File: src/design/ctb_pkg.sv
package ctb_pkg;

  // Bank size and derived widths
  localparam int NUM_TIMERS = 16;
  localparam int IDX_W      = $clog2(NUM_TIMERS);
  localparam int CNT_W      = $clog2(NUM_TIMERS + 1);

  // Field widths
  localparam int OP_W      = 3;
  localparam int SLOT_W    = 4;
  localparam int DELAY_W   = 24;
  localparam int REM_W     = 26;
  localparam int STEP_W    = 16;
  localparam int IN_DATA_W = 32;
  localparam int OUT_DATA_W = 8;

  localparam logic [STEP_W-1:0] TICK_STEP_RESET = 16'd1000;

  // Command codes
  localparam logic [OP_W-1:0] OP_TICK    = 3'd0;
  localparam logic [OP_W-1:0] OP_ADD     = 3'd1;
  localparam logic [OP_W-1:0] OP_SET     = 3'd2;
  localparam logic [OP_W-1:0] OP_PAUSE   = 3'd3;
  localparam logic [OP_W-1:0] OP_UNPAUSE = 3'd4;
  localparam logic [OP_W-1:0] OP_RELOAD  = 3'd5;
  localparam logic [OP_W-1:0] OP_EXPIRE  = 3'd6;
  localparam logic [OP_W-1:0] OP_KILL    = 3'd7;

  // One expiry event handed to the output stage
  typedef struct packed {
    logic              valid;
    logic [SLOT_W-1:0] slot;
    logic              reloaded;
    logic              last;
  } event_push_t;

endpackage

File: src/design/ctb_ram.sv
module ctb_ram #(
  parameter int WIDTH = 8,
  parameter int DEPTH = 16
) (
  input  logic                     clk,
  input  logic                     we,
  input  logic [$clog2(DEPTH)-1:0] waddr,
  input  logic [WIDTH-1:0]         wdata,
  input  logic                     re,
  input  logic [$clog2(DEPTH)-1:0] raddr,
  output logic [WIDTH-1:0]         rdata
);

  logic [WIDTH-1:0] mem [DEPTH];

  // Write port
  always_ff @(posedge clk) begin
    if (we) begin
      mem[waddr] <= wdata;
    end
  end

  // Registered read port, holds when not enabled
  always_ff @(posedge clk) begin
    if (re) begin
      rdata <= mem[raddr];
    end
  end

endmodule

File: src/design/ctb_out.sv
module ctb_out (
  input  logic                             clk,
  input  logic                             rst,
  input  ctb_pkg::event_push_t             push,
  output logic                             free,
  output logic                             m_axis_tvalid,
  input  logic                             m_axis_tready,
  output logic [ctb_pkg::OUT_DATA_W-1:0]   m_axis_tdata,
  output logic                             m_axis_tlast
);

  logic [ctb_pkg::SLOT_W-1:0] slot;
  logic                       reloaded;

  // Register can take a new event when empty or being drained this cycle
  assign free = !m_axis_tvalid || m_axis_tready;

  // Hold valid until transfer
  always_ff @(posedge clk) begin
    if (rst) begin
      m_axis_tvalid <= 1'b0;
    end else if (push.valid) begin
      m_axis_tvalid <= 1'b1;
    end else if (m_axis_tready) begin
      m_axis_tvalid <= 1'b0;
    end
  end

  // Load payload
  always_ff @(posedge clk) begin
    if (push.valid) begin
      slot         <= push.slot;
      reloaded     <= push.reloaded;
      m_axis_tlast <= push.last;
    end
  end

  assign m_axis_tdata = {3'b000, reloaded, slot};

endmodule

File: src/design/countdown_timer_bank.sv
// Bank of 16 countdown timer slots driven by a command stream. Start values
// and remaining counts live in two single-port-read memories; active, paused
// and reload flags sit in flip-flops. Add, set delay, pause, unpause, expire
// now and kill complete from the idle state; reload also passes a reload
// state (memory read, then write). A tick scan issues the first read, then
// evaluates each slot in turn and writes it back, then flushes the final
// event marked with tlast. The scan stalls while the output register is full
// and another event must move out. Events leave in ascending slot order.
// Write tick_step through cfg only while no tick is in progress.
module countdown_timer_bank (
  input  logic                                 clk,
  input  logic                                 rst,
  input  logic                                 s_axis_tvalid,
  output logic                                 s_axis_tready,
  // [3:0] slot, [27:4] delay, [28] auto_reload, [31:29] zero
  input  logic [ctb_pkg::IN_DATA_W-1:0]        s_axis_tdata,
  // [2:0] opcode
  input  logic [ctb_pkg::OP_W-1:0]             s_axis_tuser,
  output logic                                 m_axis_tvalid,
  input  logic                                 m_axis_tready,
  // [3:0] expired_slot, [4] reloaded, [7:5] zero
  output logic [ctb_pkg::OUT_DATA_W-1:0]       m_axis_tdata,
  output logic                                 m_axis_tlast,
  input  logic                                 cfg_valid,
  output logic                                 cfg_ready,
  input  logic [ctb_pkg::STEP_W-1:0]           cfg_data
);

  localparam logic [1:0] ST_IDLE   = 2'd0;
  localparam logic [1:0] ST_RELOAD = 2'd1;
  localparam logic [1:0] ST_SCAN   = 2'd2;
  localparam logic [1:0] ST_DRAIN  = 2'd3;

  logic [1:0] state;
  logic [ctb_pkg::STEP_W-1:0] tick_step;

  logic [ctb_pkg::NUM_TIMERS-1:0] active;
  logic [ctb_pkg::NUM_TIMERS-1:0] paused;
  logic [ctb_pkg::NUM_TIMERS-1:0] reload_f;

  logic [ctb_pkg::IDX_W-1:0] cmd_idx;
  logic [ctb_pkg::CNT_W-1:0] cnt;
  logic                      s1_valid;
  logic [ctb_pkg::IDX_W-1:0] s1_idx;

  logic                       pend_valid;
  logic [ctb_pkg::SLOT_W-1:0] pend_slot;
  logic                       pend_reloaded;

  // Input fields
  logic [ctb_pkg::OP_W-1:0]    opcode;
  logic [ctb_pkg::SLOT_W-1:0]  slot;
  logic [ctb_pkg::DELAY_W-1:0] delay;
  logic                        auto_reload;
  logic [ctb_pkg::IDX_W-1:0]   slot_idx;
  logic                        slot_ok;
  logic                        slot_act;
  logic                        accept;

  // Memory ports
  logic                        rd_en;
  logic [ctb_pkg::IDX_W-1:0]   rd_addr;
  logic [ctb_pkg::DELAY_W-1:0] start_rd;
  logic [ctb_pkg::REM_W-1:0]   rem_rd;
  logic                        start_we;
  logic [ctb_pkg::DELAY_W-1:0] start_wd;
  logic                        rem_we;
  logic [ctb_pkg::IDX_W-1:0]   rem_wa;
  logic [ctb_pkg::REM_W-1:0]   rem_wd;

  // Scan datapath
  logic                            s1_act;
  logic signed [ctb_pkg::REM_W-1:0] s1_rem;
  logic                            s1_exp;
  logic                            push_prev;
  logic                            advance;
  logic                            more;
  logic                            out_free;
  ctb_pkg::event_push_t            push;

  assign opcode      = s_axis_tuser;
  assign slot        = s_axis_tdata[3:0];
  assign delay       = s_axis_tdata[27:4];
  assign auto_reload = s_axis_tdata[28];
  assign slot_idx    = ctb_pkg::IDX_W'(slot);
  assign slot_ok     = (32'(slot) < ctb_pkg::NUM_TIMERS);
  assign slot_act    = slot_ok && active[slot_idx];

  assign s_axis_tready = (state == ST_IDLE);
  assign accept        = s_axis_tvalid && s_axis_tready;
  assign cfg_ready     = 1'b1;

  // Tick step register
  always_ff @(posedge clk) begin
    if (rst) begin
      tick_step <= ctb_pkg::TICK_STEP_RESET;
    end else if (cfg_valid) begin
      tick_step <= cfg_data;
    end
  end

  // Slot under evaluation in the scan
  assign s1_act = active[s1_idx];
  assign s1_rem = paused[s1_idx] ? $signed(rem_rd)
                                 : $signed(rem_rd) - $signed({10'b0, tick_step});
  assign s1_exp = s1_valid && s1_act && (s1_rem[ctb_pkg::REM_W-1] || (s1_rem == '0));
  assign push_prev = s1_exp && pend_valid;
  assign advance   = !(push_prev && !out_free);
  assign more      = (cnt < ctb_pkg::CNT_W'(ctb_pkg::NUM_TIMERS));

  // Memory read: reload command or next scan slot
  always_comb begin
    rd_en   = 1'b0;
    rd_addr = cnt[ctb_pkg::IDX_W-1:0];
    if (state == ST_IDLE) begin
      rd_en   = accept && (opcode == ctb_pkg::OP_RELOAD) && slot_act;
      rd_addr = slot_idx;
    end else if (state == ST_SCAN) begin
      rd_en = advance && more;
    end
  end

  // Memory writes
  always_comb begin
    start_we = 1'b0;
    start_wd = delay;
    rem_we   = 1'b0;
    rem_wa   = slot_idx;
    rem_wd   = {2'b00, delay};
    unique case (state)
      ST_IDLE: begin
        if (accept && slot_ok) begin
          start_we = (opcode == ctb_pkg::OP_ADD) ||
                     ((opcode == ctb_pkg::OP_SET) && slot_act);
          rem_we   = (opcode == ctb_pkg::OP_ADD) ||
                     (((opcode == ctb_pkg::OP_SET) || (opcode == ctb_pkg::OP_EXPIRE))
                      && slot_act);
          if (opcode == ctb_pkg::OP_EXPIRE) begin
            rem_wd = '0;
          end
        end
      end
      ST_RELOAD: begin
        rem_we = 1'b1;
        rem_wa = cmd_idx;
        rem_wd = {2'b00, start_rd};
      end
      ST_SCAN: begin
        rem_we = advance && s1_valid && s1_act;
        rem_wa = s1_idx;
        rem_wd = (s1_exp && reload_f[s1_idx]) ? {2'b00, start_rd} : s1_rem;
      end
      default: begin
      end
    endcase
  end

  // Event hand-off: previous pending event during scan, final one at drain
  always_comb begin
    push.valid    = 1'b0;
    push.slot     = pend_slot;
    push.reloaded = pend_reloaded;
    push.last     = (state == ST_DRAIN);
    if (state == ST_SCAN) begin
      push.valid = push_prev && advance;
    end else if (state == ST_DRAIN) begin
      push.valid = pend_valid && out_free;
    end
  end

  // Control state, flags and scan pipeline
  always_ff @(posedge clk) begin
    if (rst) begin
      state      <= ST_IDLE;
      active     <= '0;
      paused     <= '0;
      reload_f   <= '0;
      s1_valid   <= 1'b0;
      pend_valid <= 1'b0;
      cnt        <= '0;
    end else begin
      unique case (state)
        ST_IDLE: begin
          if (accept) begin
            cmd_idx <= slot_idx;
            if (opcode == ctb_pkg::OP_TICK) begin
              state    <= ST_SCAN;
              cnt      <= '0;
              s1_valid <= 1'b0;
            end else if (opcode == ctb_pkg::OP_ADD) begin
              if (slot_ok) begin
                active[slot_idx]   <= 1'b1;
                paused[slot_idx]   <= 1'b0;
                reload_f[slot_idx] <= auto_reload;
              end
            end else if (slot_act) begin
              unique case (opcode)
                ctb_pkg::OP_PAUSE:   paused[slot_idx] <= 1'b1;
                ctb_pkg::OP_UNPAUSE: paused[slot_idx] <= 1'b0;
                ctb_pkg::OP_RELOAD:  state <= ST_RELOAD;
                ctb_pkg::OP_KILL: begin
                  active[slot_idx]   <= 1'b0;
                  paused[slot_idx]   <= 1'b0;
                  reload_f[slot_idx] <= 1'b0;
                end
                default: begin
                end
              endcase
            end
          end
        end
        ST_RELOAD: begin
          state <= ST_IDLE;
        end
        ST_SCAN: begin
          if (advance) begin
            // Retire the slot held in stage s1
            if (s1_exp) begin
              pend_valid    <= 1'b1;
              pend_slot     <= ctb_pkg::SLOT_W'(s1_idx);
              pend_reloaded <= reload_f[s1_idx];
              if (!reload_f[s1_idx]) begin
                active[s1_idx] <= 1'b0;
                paused[s1_idx] <= 1'b0;
              end
            end
            // Issue the next slot
            if (more) begin
              s1_valid <= 1'b1;
              s1_idx   <= cnt[ctb_pkg::IDX_W-1:0];
              cnt      <= cnt + 1'b1;
            end else begin
              s1_valid <= 1'b0;
              state    <= ST_DRAIN;
            end
          end
        end
        ST_DRAIN: begin
          if (!pend_valid) begin
            state <= ST_IDLE;
          end else if (out_free) begin
            pend_valid <= 1'b0;
            state      <= ST_IDLE;
          end
        end
        default: begin
          state <= ST_IDLE;
        end
      endcase
    end
  end

  ctb_ram #(
    .WIDTH (ctb_pkg::DELAY_W),
    .DEPTH (ctb_pkg::NUM_TIMERS)
  ) u_start_ram (
    .clk   (clk),
    .we    (start_we),
    .waddr (slot_idx),
    .wdata (start_wd),
    .re    (rd_en),
    .raddr (rd_addr),
    .rdata (start_rd)
  );

  ctb_ram #(
    .WIDTH (ctb_pkg::REM_W),
    .DEPTH (ctb_pkg::NUM_TIMERS)
  ) u_rem_ram (
    .clk   (clk),
    .we    (rem_we),
    .waddr (rem_wa),
    .wdata (rem_wd),
    .re    (rd_en),
    .raddr (rd_addr),
    .rdata (rem_rd)
  );

  ctb_out u_out (
    .clk           (clk),
    .rst           (rst),
    .push          (push),
    .free          (out_free),
    .m_axis_tvalid (m_axis_tvalid),
    .m_axis_tready (m_axis_tready),
    .m_axis_tdata  (m_axis_tdata),
    .m_axis_tlast  (m_axis_tlast)
  );

endmodule

File: config.mk
export PLATFORM = sky130hd
export DESIGN_NAME = countdown_timer_bank
export DESIGN_NICKNAME = d
export VERILOG_FILES = /design/src/design/ctb_pkg.sv /design/src/design/ctb_ram.sv /design/src/design/ctb_out.sv /design/src/design/countdown_timer_bank.sv
export SDC_FILE = /design/constraint.sdc
export NUM_CORES = 1
export LEC_CHECK = 0
export ABC_CLOCK_PERIOD_IN_PS = 9100
export BUFFER_PORTS_ARGS = -buffer_cell sky130_fd_sc_hd__buf_2
export CORE_MARGIN = 3
export CORE_UTILIZATION = 45
export CTS_CLUSTER_DIAMETER = 200
export DETAILED_ROUTE_END_ITERATION = 12
export HOLD_SLACK_MARGIN = 0.05
export SKIP_CTS_REPAIR_TIMING = 1
export SLEW_MARGIN = 20
export SYNTH_ARGS = -nofsm -noshare
export SYNTH_HDL_FRONTEND = slang
export SYNTH_SLANG_ARGS = --single-unit
File: constraint.sdc
create_clock -name clk -period 9.1 [get_ports clk]
set_clock_uncertainty 0.15 [all_clocks]
set_input_delay 0.91 -clock clk [delete_from_list [all_inputs] [get_ports clk]]
set_output_delay 0.91 -clock clk [all_outputs]
set_load 0.02 [all_outputs]
==> results of run 1 <==
area by class of cell:
class	instances	share of cell area, %
sequential	943	62.0
timing repair buffer	109	2.18
antenna	2	0.0112
tap	1144	3.22
inverter	40	0.337
clock buffer	124	5.93
clock inverter	52	1.03
multi-input combinational	1240	25.3
worst max-delay path: cells and delay by family (launching register included):
kind	cells	cell delay, ps
compound gates	5	2390
flops	1	950
mux	3	1450
simple gates	3	910
power groups by stage:
| stage | clock [mW] | combinational [mW] | sequential (mW) |
|---|---|---|---|
| 2_1_floorplan | 0 | 2.41 | 5.48 |
| 3_5_place_dp | 0 | 3.53 | 5.51 |
| 4_1_cts | 3.90 | 3.54 | 5.42 |
| 6_report | 3.83 | 3.50 | 5.42 |
| 3_3_place_gp | 0 | 3.46 | 5.50 |
| 5_1_grt | 4.09 | 3.80 | 5.43 |
flip-flops by register name (all words and copies together), names as in the netlist, 5 cells and up, named ones only:
| name | flops |
|---|---|
| cnt | 5 |
| u_start_ram.rdata | 24 |
| u_rem_ram.rdata | 26 |
| u_rem_ram.mem | 416 |
| u_start_ram.mem | 384 |
| tick_step | 16 |
| reload_f | 16 |
routing by layer:
layer	global-route usage [%]	routed length [um]
met4	5.57	1830
met3	3.21	5560
met2	34.2	46500
met1	31.7	43500
met5	0	27
worst paths after layout:
kind	from	to	slack [ps]	depth (start not counted)
max reg2reg	s1_idx[0]	u_rem_ram.mem[12][7]	2910	11
min reg2reg	pend_reloaded	u_out.reloaded	270	0
max	s1_idx[0]	u_rem_ram.mem[12][7]	2910	11
min	pend_reloaded	u_out.reloaded	270	0
placed cells by master (no fill, tap or decap), drive strengths merged, types with 14 or more instances in the layout:
master,synthesis,routed
nand2b,14,14
clkinv,2,45
a21oi,92,92
a211oi,67,67
edfxtp,869,869
ha,21,21
inv,38,41
nand4,14,14
a21o,26,26
clkbuf,97,124
nand2,211,211
nand3,22,22
nor2b,16,16
dfxtp,74,74
o21ai,62,62
a31oi,74,74
nor3,26,26
buf,52,109
mux4,219,219
a22o,17,17
and2,60,60
xnor2,14,14
nor2,131,131
mux2i,24,24
logic make-up (layout without fill, tap and decap cells):
logic type,Yosys count,in the layout,share of synthesized area (%)
buffers and inverters,189,325,1.98
AND/OR/NAND/NOR,531,531,6.21
multiplexers,245,245,13.3
other,2,6,0.0191
AO/OA/AOI/OAI,417,417,7.14
adder cells (fa/ha/maj),22,22,0.720
flip-flops,943,943,70.2
XOR/XNOR,21,21,0.468
==> results.cfg, run 1 <==
[timing]
holdWs_ps = 269
worst_pin_slew_ps = 1110
worst_slack_ps = 2910
setup_violations = 0
hold_viol = 0
slew_headroom_pct = 25.7
fin_setup_tns_ps = 0
maxSlewViolCount = 0
period_needed_ps = 6190
fmax_mhz = 161
rsz0062_at_grt = false
min_period_over_period_pct = 68.1

[pwr]
p_sw_share_pct = 30.8
internal-power_mw = 8.83
p_sw_mw = 3.92
p_leak_nw = 14.3
ir_worst_vdd_mv = 0.196
pwr-share-comb_pct = 27.5
pwr-share-clk_pct = 30.0
power_frac_seq_pct = 42.5
finalPower_mw = 12.8
cellPowerDensity_mw_per_mm2 = 287

[worst_setup_path]
critical_path_class = flip-flop to flip-flop
cp_max_fo = 22
cp.required_ps = 9310
slowest_delay_ps = 950
crit_path_end_kind = flip-flop
startpoint_type = flip-flop
cp.arrival_ps = 6410
slowest_stage = edfxtp_1
crit_chain = mux4_1 -> mux2i_1 -> mux2_4 -> o2111ai_2 -> o21ai_0 -> nand4_1 -> or4_4 -> o31ai_4 -> nand3_1 -> o22ai_4 -> a221o_1

[cts]
cts_sinks = 943
clk_pin_slew_ps = 60
cts_buffers = 97
clockBufferDepth = 3
root_buffer = clkbuf_16
clk_latency_ps = 670
cts_tree = yes
htree_num_levels = 3

[yosys]
synth-edff-count = 869
ys_ff_latch = 943
yosys-top-cells-area = edfxtp_1 66%, mux4_2 12%, dfxtp_1 3.8%
yosysSeqAreaShare_pct = 70.2
syn_avg_cell_area_um2 = 16.6
synth_top_area_share_pct = 66.4
ys.flop_type = edfxtp_1
synth_cell_type_count = 80
synth_warnings = 0
yosys-top-cells-count = 869 x edfxtp_1, 217 x mux4_2, 211 x nand2_1
yosys.cell_count.top_type = edfxtp_1
synth_top_area_cell = edfxtp_1
synth_cells = 2370
syn-cell-area_mm2 = 0.0393
synthArstFlopShare_pct = 0

[route]
via_count = 21912
drc = 0
ant_nets = 0
routed_wl_mm = 97.4
drt_iter0_drc = 2150
firstDrtPassIters = 6
routedWlPerCell_um = 26.7
viasPerCell = 6.00

[floorplan]
initial_core_util_pct = 45.8
die-area_mm2 = 0.0909
rows = 107
die_w_um = 301
io-pin-count = 68
die_h_um = 301
core_region_area_mm2 = 0.0858

[global_routing]
grt_pass1_vias = 22248
grt_pass1_wl_mm = 145
grt_overflow = 0
grt_max_degree = 98
antenna_found_initial = 3
grt_usage_pct = 21.6

[layout]
post-route-util_pct = 51.9
multiInputGateArea_mm2 = 0.0113
fin_area_mm2 = 0.0445
stdcell_count = 3654
area_growth_pct = 13.3
layout.nets = 2509
drive_above_1_share_pct = 20.8
layout.area.seq_mm2 = 0.0276
fillers = 6895

[place]
place_inst = 3462
dpl_cell_area_mm2 = 0.0410
post-dp-hpwl_mm = 55.7
pre_cts_ws_ps = 2810
place.gp.congestion = 0.865
portBuffers = 60

[outcome]
outcome = completed

[hold_path]
worstHoldPathType = flip-flop to flip-flop

[job]
maxCapViolCount = 0
No activity file was read; power rests on OpenSTA's default activity.
==> run 2, diff against run 1 <==
--- a/config.mk
+++ b/config.mk
@@ -5,7 +5,7 @@
 export SDC_FILE = /design/constraint.sdc
 export NUM_CORES = 1
 export LEC_CHECK = 0
-export ABC_CLOCK_PERIOD_IN_PS = 9100
+export ABC_CLOCK_PERIOD_IN_PS = 5500
 export BUFFER_PORTS_ARGS = -buffer_cell sky130_fd_sc_hd__buf_2
 export CORE_MARGIN = 3
 export CORE_UTILIZATION = 45
==> constraint.sdc (replaced) <==
create_clock -name clk -period 5.5 [get_ports clk]
set_clock_uncertainty 0.15 [all_clocks]
set_input_delay 0.55 -clock clk [delete_from_list [all_inputs] [get_ports clk]]
set_output_delay 0.55 -clock clk [all_outputs]
set_load 0.02 [all_outputs]
==> run 2 against run 1 <==
- design area grew 1.1%
- register-to-register slack lost 2700 ps
- maximum frequency grew 16%
- combinational power grew 72%
- via count grew 0.28%
- sequential share of layout area shrank 0.67 points
- clock power grew 70%
- largest cell class unchanged
==> results.cfg, run 2 (synthesis results as in run 1) <==
[floorplan]
die_w_um = 301
rows = 107
die-area_mm2 = 0.0909
initial_core_util_pct = 45.8
io-pin-count = 68
core_region_area_mm2 = 0.0858
die_h_um = 301

[layout]
final_common_cell = edfxtp_1
post-route-util_pct = 52.4
top_register = u_rem_ram.mem
layout.nets = 2554
largest_reg_flops = 416
fin_area_mm2 = 0.0450
largestRegisters = u_rem_ram.mem: 416 flops, u_start_ram.mem: 384 flops, u_rem_ram.rdata: 26 flops
mostFrequentLayoutCells = 869 x edfxtp_1, 217 x mux4_2, 211 x nand2_1
area_growth_pct = 14.5
layout.area.seq_mm2 = 0.0276
multiInputGateArea_mm2 = 0.0113
drive_above_1_share_pct = 21.8
fillers = 6908

[timing]
min_period_over_period_pct = 96.7
fin_setup_tns_ps = 0
rsz0062_at_grt = false
hold_viol = 0
period_needed_ps = 5320
worst_pin_slew_ps = 1130
holdWs_ps = 30.9
maxSlewViolCount = 0
slew_headroom_pct = 24.4
fmax_mhz = 188
setup_violations = 0

[job]
maxCapViolCount = 0

[pwr]
cellPowerDensity_mw_per_mm2 = 478
p_leak_nw = 14.5
ir_worst_vdd_mv = 0.423

[worst_setup_path]
cp.arrival_ps = 5530
startpoint_type = flip-flop
critical_path_class = flip-flop to flip-flop
crit_path_end_kind = flip-flop
cp_max_fo = 24
cp.required_ps = 5710

[global_routing]
grt_max_degree = 53
grt_overflow = 0
grt_pass1_wl_mm = 144
grt_pass1_vias = 22053
antenna_found_initial = 3
grt_usage_pct = 21.6

[cts]
clk_latency_ps = 680
cts_buffers = 98
cts_sinks = 943
cts_tree = yes
root_buffer = clkbuf_16
htree_num_levels = 3
clockBufferDepth = 3
clk_pin_slew_ps = 60

[route]
firstDrtPassIters = 7
drt_iter0_drc = 2137
viasPerCell = 5.93
drc = 0
routedWlPerCell_um = 26.3
ant_nets = 0
via_count = 21974
routed_wl_mm = 97.3

[place]
post-dp-hpwl_mm = 57.2
portBuffers = 60
place.gp.congestion = 0.872
dpl_cell_area_mm2 = 0.0414

[outcome]
outcome = completed

[hold_path]
worstHoldPathType = input port to flip-flop
run 2: changes by cell type in the layout (fill, tap and decap cells not counted), moves of 7 or more:
cell	previous run	this run
buf_12	3	17
clkbuf_8	9	1
clkbuf_1	17	25
buf_4	32	57
dlygate4sd3_1	0	11
buf_16	13	6
run 2: layout make-up:
| cell class | instances | share of cell area [%] |
|---|---|---|
| Antenna cell | 1 | 0.00556 |
| Clock inverter | 62 | 1.43 |
| Inverter | 40 | 0.334 |
| Clock buffer | 124 | 5.69 |
| Tap cell | 1144 | 3.18 |
| Multi-Input combinational cell | 1240 | 25.0 |
| Timing Repair Buffer | 153 | 3.04 |
| Sequential cell | 943 | 61.3 |
run 2: final timing paths:
path,slack [ps],end,cells after the start,from
max,180,u_rem_ram.mem[12][18],16,u_rem_ram.rdata[0]
max reg2reg,180,u_rem_ram.mem[12][18],16,u_rem_ram.rdata[0]
min reg2reg,260,u_out.slot[2],0,pend_slot[2]
min,30,tick_step[5],3,cfg_data[5]
run 2: worst max-delay path: stages, from the launching register on:
cell	delay [ps]
edfxtp_1	420
inv_1	70
ha_1	200
fa_1	400
nand2b_1	180
a211o_1	350
a22o_1	250
o21ai_0	460
o2111a_1	270
nor3_1	50
or4b_4	590
o31ai_4	320
buf_4	230
a31oi_2	90
buf_4	240
nor2b_1	240
a221o_2	470
run 2: metrics by stage:
step	setup WS, ps	std cells	total power, mW
2_1_floorplan	790	2372	13.1
3_3_place_gp	265	3498	15.1
3_5_place_dp	192	3499	15.2
4_1_cts	153	3685	21.7
5_1_grt	14.6	3706	22.4
6_report	182	3707	21.5
run 2: layer usage:
layer / part of all wire [%] / vias up / track usage, %
met1: 44 / 11382 / 31.4
met5: 0.028 / - / 0
met3: 6.3 / 120 / 3.35
met2: 47 / 775 / 34.1
met4: 2.0 / 4 / 5.92
li1: - / 9693 / -
run 2: where the power goes:
group	internal (mW)	leakage, nW	switching (mW)
registers	8.86	8.44	0.0989
clock network	3.76	1.54	2.78
logic	2.31	4.56	3.72
total	14.9	14.5	6.59
==> run 3, diff against run 2 <==
--- a/config.mk
+++ b/config.mk
@@ -7,6 +7,7 @@
 export LEC_CHECK = 0
 export ABC_CLOCK_PERIOD_IN_PS = 5500
 export BUFFER_PORTS_ARGS = -buffer_cell sky130_fd_sc_hd__buf_2
+export CORE_ASPECT_RATIO = 0.75
 export CORE_MARGIN = 3
 export CORE_UTILIZATION = 45
 export CTS_CLUSTER_DIAMETER = 200
==> run 3 against run 2 <==
- clock-buffer cell count is 16 lower
- maximum frequency up 1.3%
- die area is essentially flat
- sequential share of layout area about the same
- via count rose by 1.1%
- final cell count shrank 0.40%
- critical path depth shrank 1
- routed wire length grew 1.4%
- register-to-register slack improved by 70 ps
- power fell by 1.5%
- worst setup slack gained 67 ps
==> results.cfg, run 3 (synthesis results as in run 1) <==
[outcome]
outcome = completed

[cts]
htree_num_levels = 3
root_buffer = clkbuf_16
clk_pin_slew_ps = 60
cts_tree = yes
clk_latency_ps = 670
cts_buffers = 91
cts_sinks = 943
clockBufferDepth = 3

[route]
drc = 0
firstDrtPassIters = 5
routed_wl_mm = 98.7
viasPerCell = 6.02
ant_nets = 0
drt_iter0_drc = 2307
via_count = 22224
routedWlPerCell_um = 26.7

[global_routing]
grt_usage_pct = 21.8
grt_max_degree = 101
antenna_found_initial = 1
grt_overflow = 0
grt_pass1_vias = 21761
grt_pass1_wl_mm = 146

[pwr]
p_leak_nw = 14.5
internal-power_mw = 14.7
power_frac_seq_pct = 42.2
finalPower_mw = 21.2
pwr-share-clk_pct = 29.2
p_sw_share_pct = 30.7
ir_worst_vdd_mv = 0.278
pwr-share-comb_pct = 28.5
cellPowerDensity_mw_per_mm2 = 472
p_sw_mw = 6.51

[floorplan]
io-pin-count = 68
die-area_mm2 = 0.0909
core_region_area_mm2 = 0.0862
die_h_um = 262
initial_core_util_pct = 45.6
die_w_um = 347
rows = 93

[worst_setup_path]
crit_path_end_kind = flip-flop
path_buf_inv = 2
slowest_stage = or4_4
cp_max_fo = 16
r2r-end = u_rem_ram.mem[14][5]
cp.arrival_ps = 5470
cp_top_family = compound AO/OA/AOI/OAI gates
slowest_delay_ps = 630
r2r_slack_ps = 250
startpoint_type = flip-flop
crit_chain = inv_1 -> ha_1 -> fa_1 -> nand2b_1 -> a211o_1 -> a22o_1 -> xnor2_1 -> nor4_1 -> a41oi_1 -> or4_4 -> o31ai_4 -> buf_4 -> nand2_1 -> o21ai_0 -> a21o_1
critical_path_class = flip-flop to flip-flop
r2r_start = u_rem_ram.rdata[0]
cp.required_ps = 5720
ff2ff_path_depth = 15

[timing]
fmax_mhz = 190
hold_viol = 0
period_needed_ps = 5250
fin_setup_tns_ps = 0
worst_pin_slew_ps = 1140
holdWs_ps = 46.2
min_period_over_period_pct = 95.5
maxSlewViolCount = 0
slew_headroom_pct = 23.5
setup_violations = 0
rsz0062_at_grt = false

[place]
place.gp.congestion = 0.899
portBuffers = 60
post-dp-hpwl_mm = 60.4
dpl_cell_area_mm2 = 0.0416

[layout]
largestRegisters = u_rem_ram.mem: 416 flops, u_start_ram.mem: 384 flops, u_rem_ram.rdata: 26 flops
layout.nets = 2554
mostFrequentLayoutCells = 869 x edfxtp_1, 217 x mux4_2, 210 x nand2_1
largest_reg_flops = 416
area_growth_pct = 14.5
final_common_cell = edfxtp_1
drive_above_1_share_pct = 22.5
top_register = u_rem_ram.mem
fin_area_mm2 = 0.0450

[hold_path]
hold_path_depth = 3
worstHoldStart = cfg_data[0]
hold_path_end = tick_step[0]
worstHoldPathType = input port to flip-flop

[job]
maxCapViolCount = 0
run 3: changes by cell type in the layout (fill, tap and decap cells not counted), moves of 2 or more:
cell           change
a21o_1            -13
clkinv_1           -2
a221o_2            -3
a21o_2            +13
buf_12            +11
dlygate4sd3_1      -3
a221o_1            +3
clkbuf_1          -11
clkbuf_16          -6
run 3: stage by stage:
step	worst slack, ps	cells	utilization, %
2_1_floorplan	790	2372	-
3_3_place_gp	284	3505	48.3
3_5_place_dp	173	3505	48.3
4_1_cts	124	3673	51.7
5_1_grt	16.8	3691	52.1
6_report	248	3692	52.1
run 3: layout make-up:
class | instances | area (um2)
Tap cell | 1140 | 1430
Antenna cell | 1 | 2.50
Timing Repair Buffer | 160 | 1570
Inverter | 40 | 150
Fill cell | 6992 | 41300
Clock inverter | 60 | 577
Sequential cell | 943 | 27600
Clock buffer | 108 | 2380
Multi-Input combinational cell | 1240 | 11300
run 3: worst reg2reg max path, stage by stage, from the launching register on:
cell and delay (ps):
edfxtp_1 380, inv_1 60, ha_1 200, fa_1 400, nand2b_1 190, a211o_1 340, a22o_1 270, xnor2_1 160
nor4_1 300, a41oi_1 300, or4_4 630, o31ai_4 440, buf_4 250, nand2_1 200, o21ai_0 280, a21o_1 410
run 3: power groups by stage:
| stage | Sequential (mW) | Clock, mW | Combinational (mW) |
|---|---|---|---|
| 5_1_grt | 8.97 | 6.63 | 6.55 |
| 3_3_place_gp | 9.09 | 0 | 6.00 |
| 4_1_cts | 8.96 | 6.34 | 6.11 |
| 2_1_floorplan | 9.07 | 0 | 4.00 |
| 6_report | 8.95 | 6.20 | 6.05 |
| 3_5_place_dp | 9.11 | 0 | 6.09 |
run 3: layer usage:
metal  wire length, um  GRT usage, %  vias up
met1             46500          33.6    11652
met2             42900          31.8      753
met5                 0             0        -
li1                  -             -     9681
met4              1720          5.00        0
met3              7590          4.97      138
run 3: worst max-delay path by stage:
stage	from	end	cells past startpoint
4_1_cts	u_rem_ram.rdata[0]	u_rem_ram.mem[9][3]	16
2_1_floorplan	u_rem_ram.rdata[0]	u_rem_ram.mem[13][0]	14
3_3_place_gp	u_rem_ram.rdata[0]	u_rem_ram.mem[7][10]	16
6_report	u_rem_ram.rdata[0]	u_rem_ram.mem[14][5]	15
3_5_place_dp	u_rem_ram.rdata[0]	u_rem_ram.mem[12][20]	16
5_1_grt	u_rem_ram.rdata[0]	u_rem_ram.mem[15][5]	15
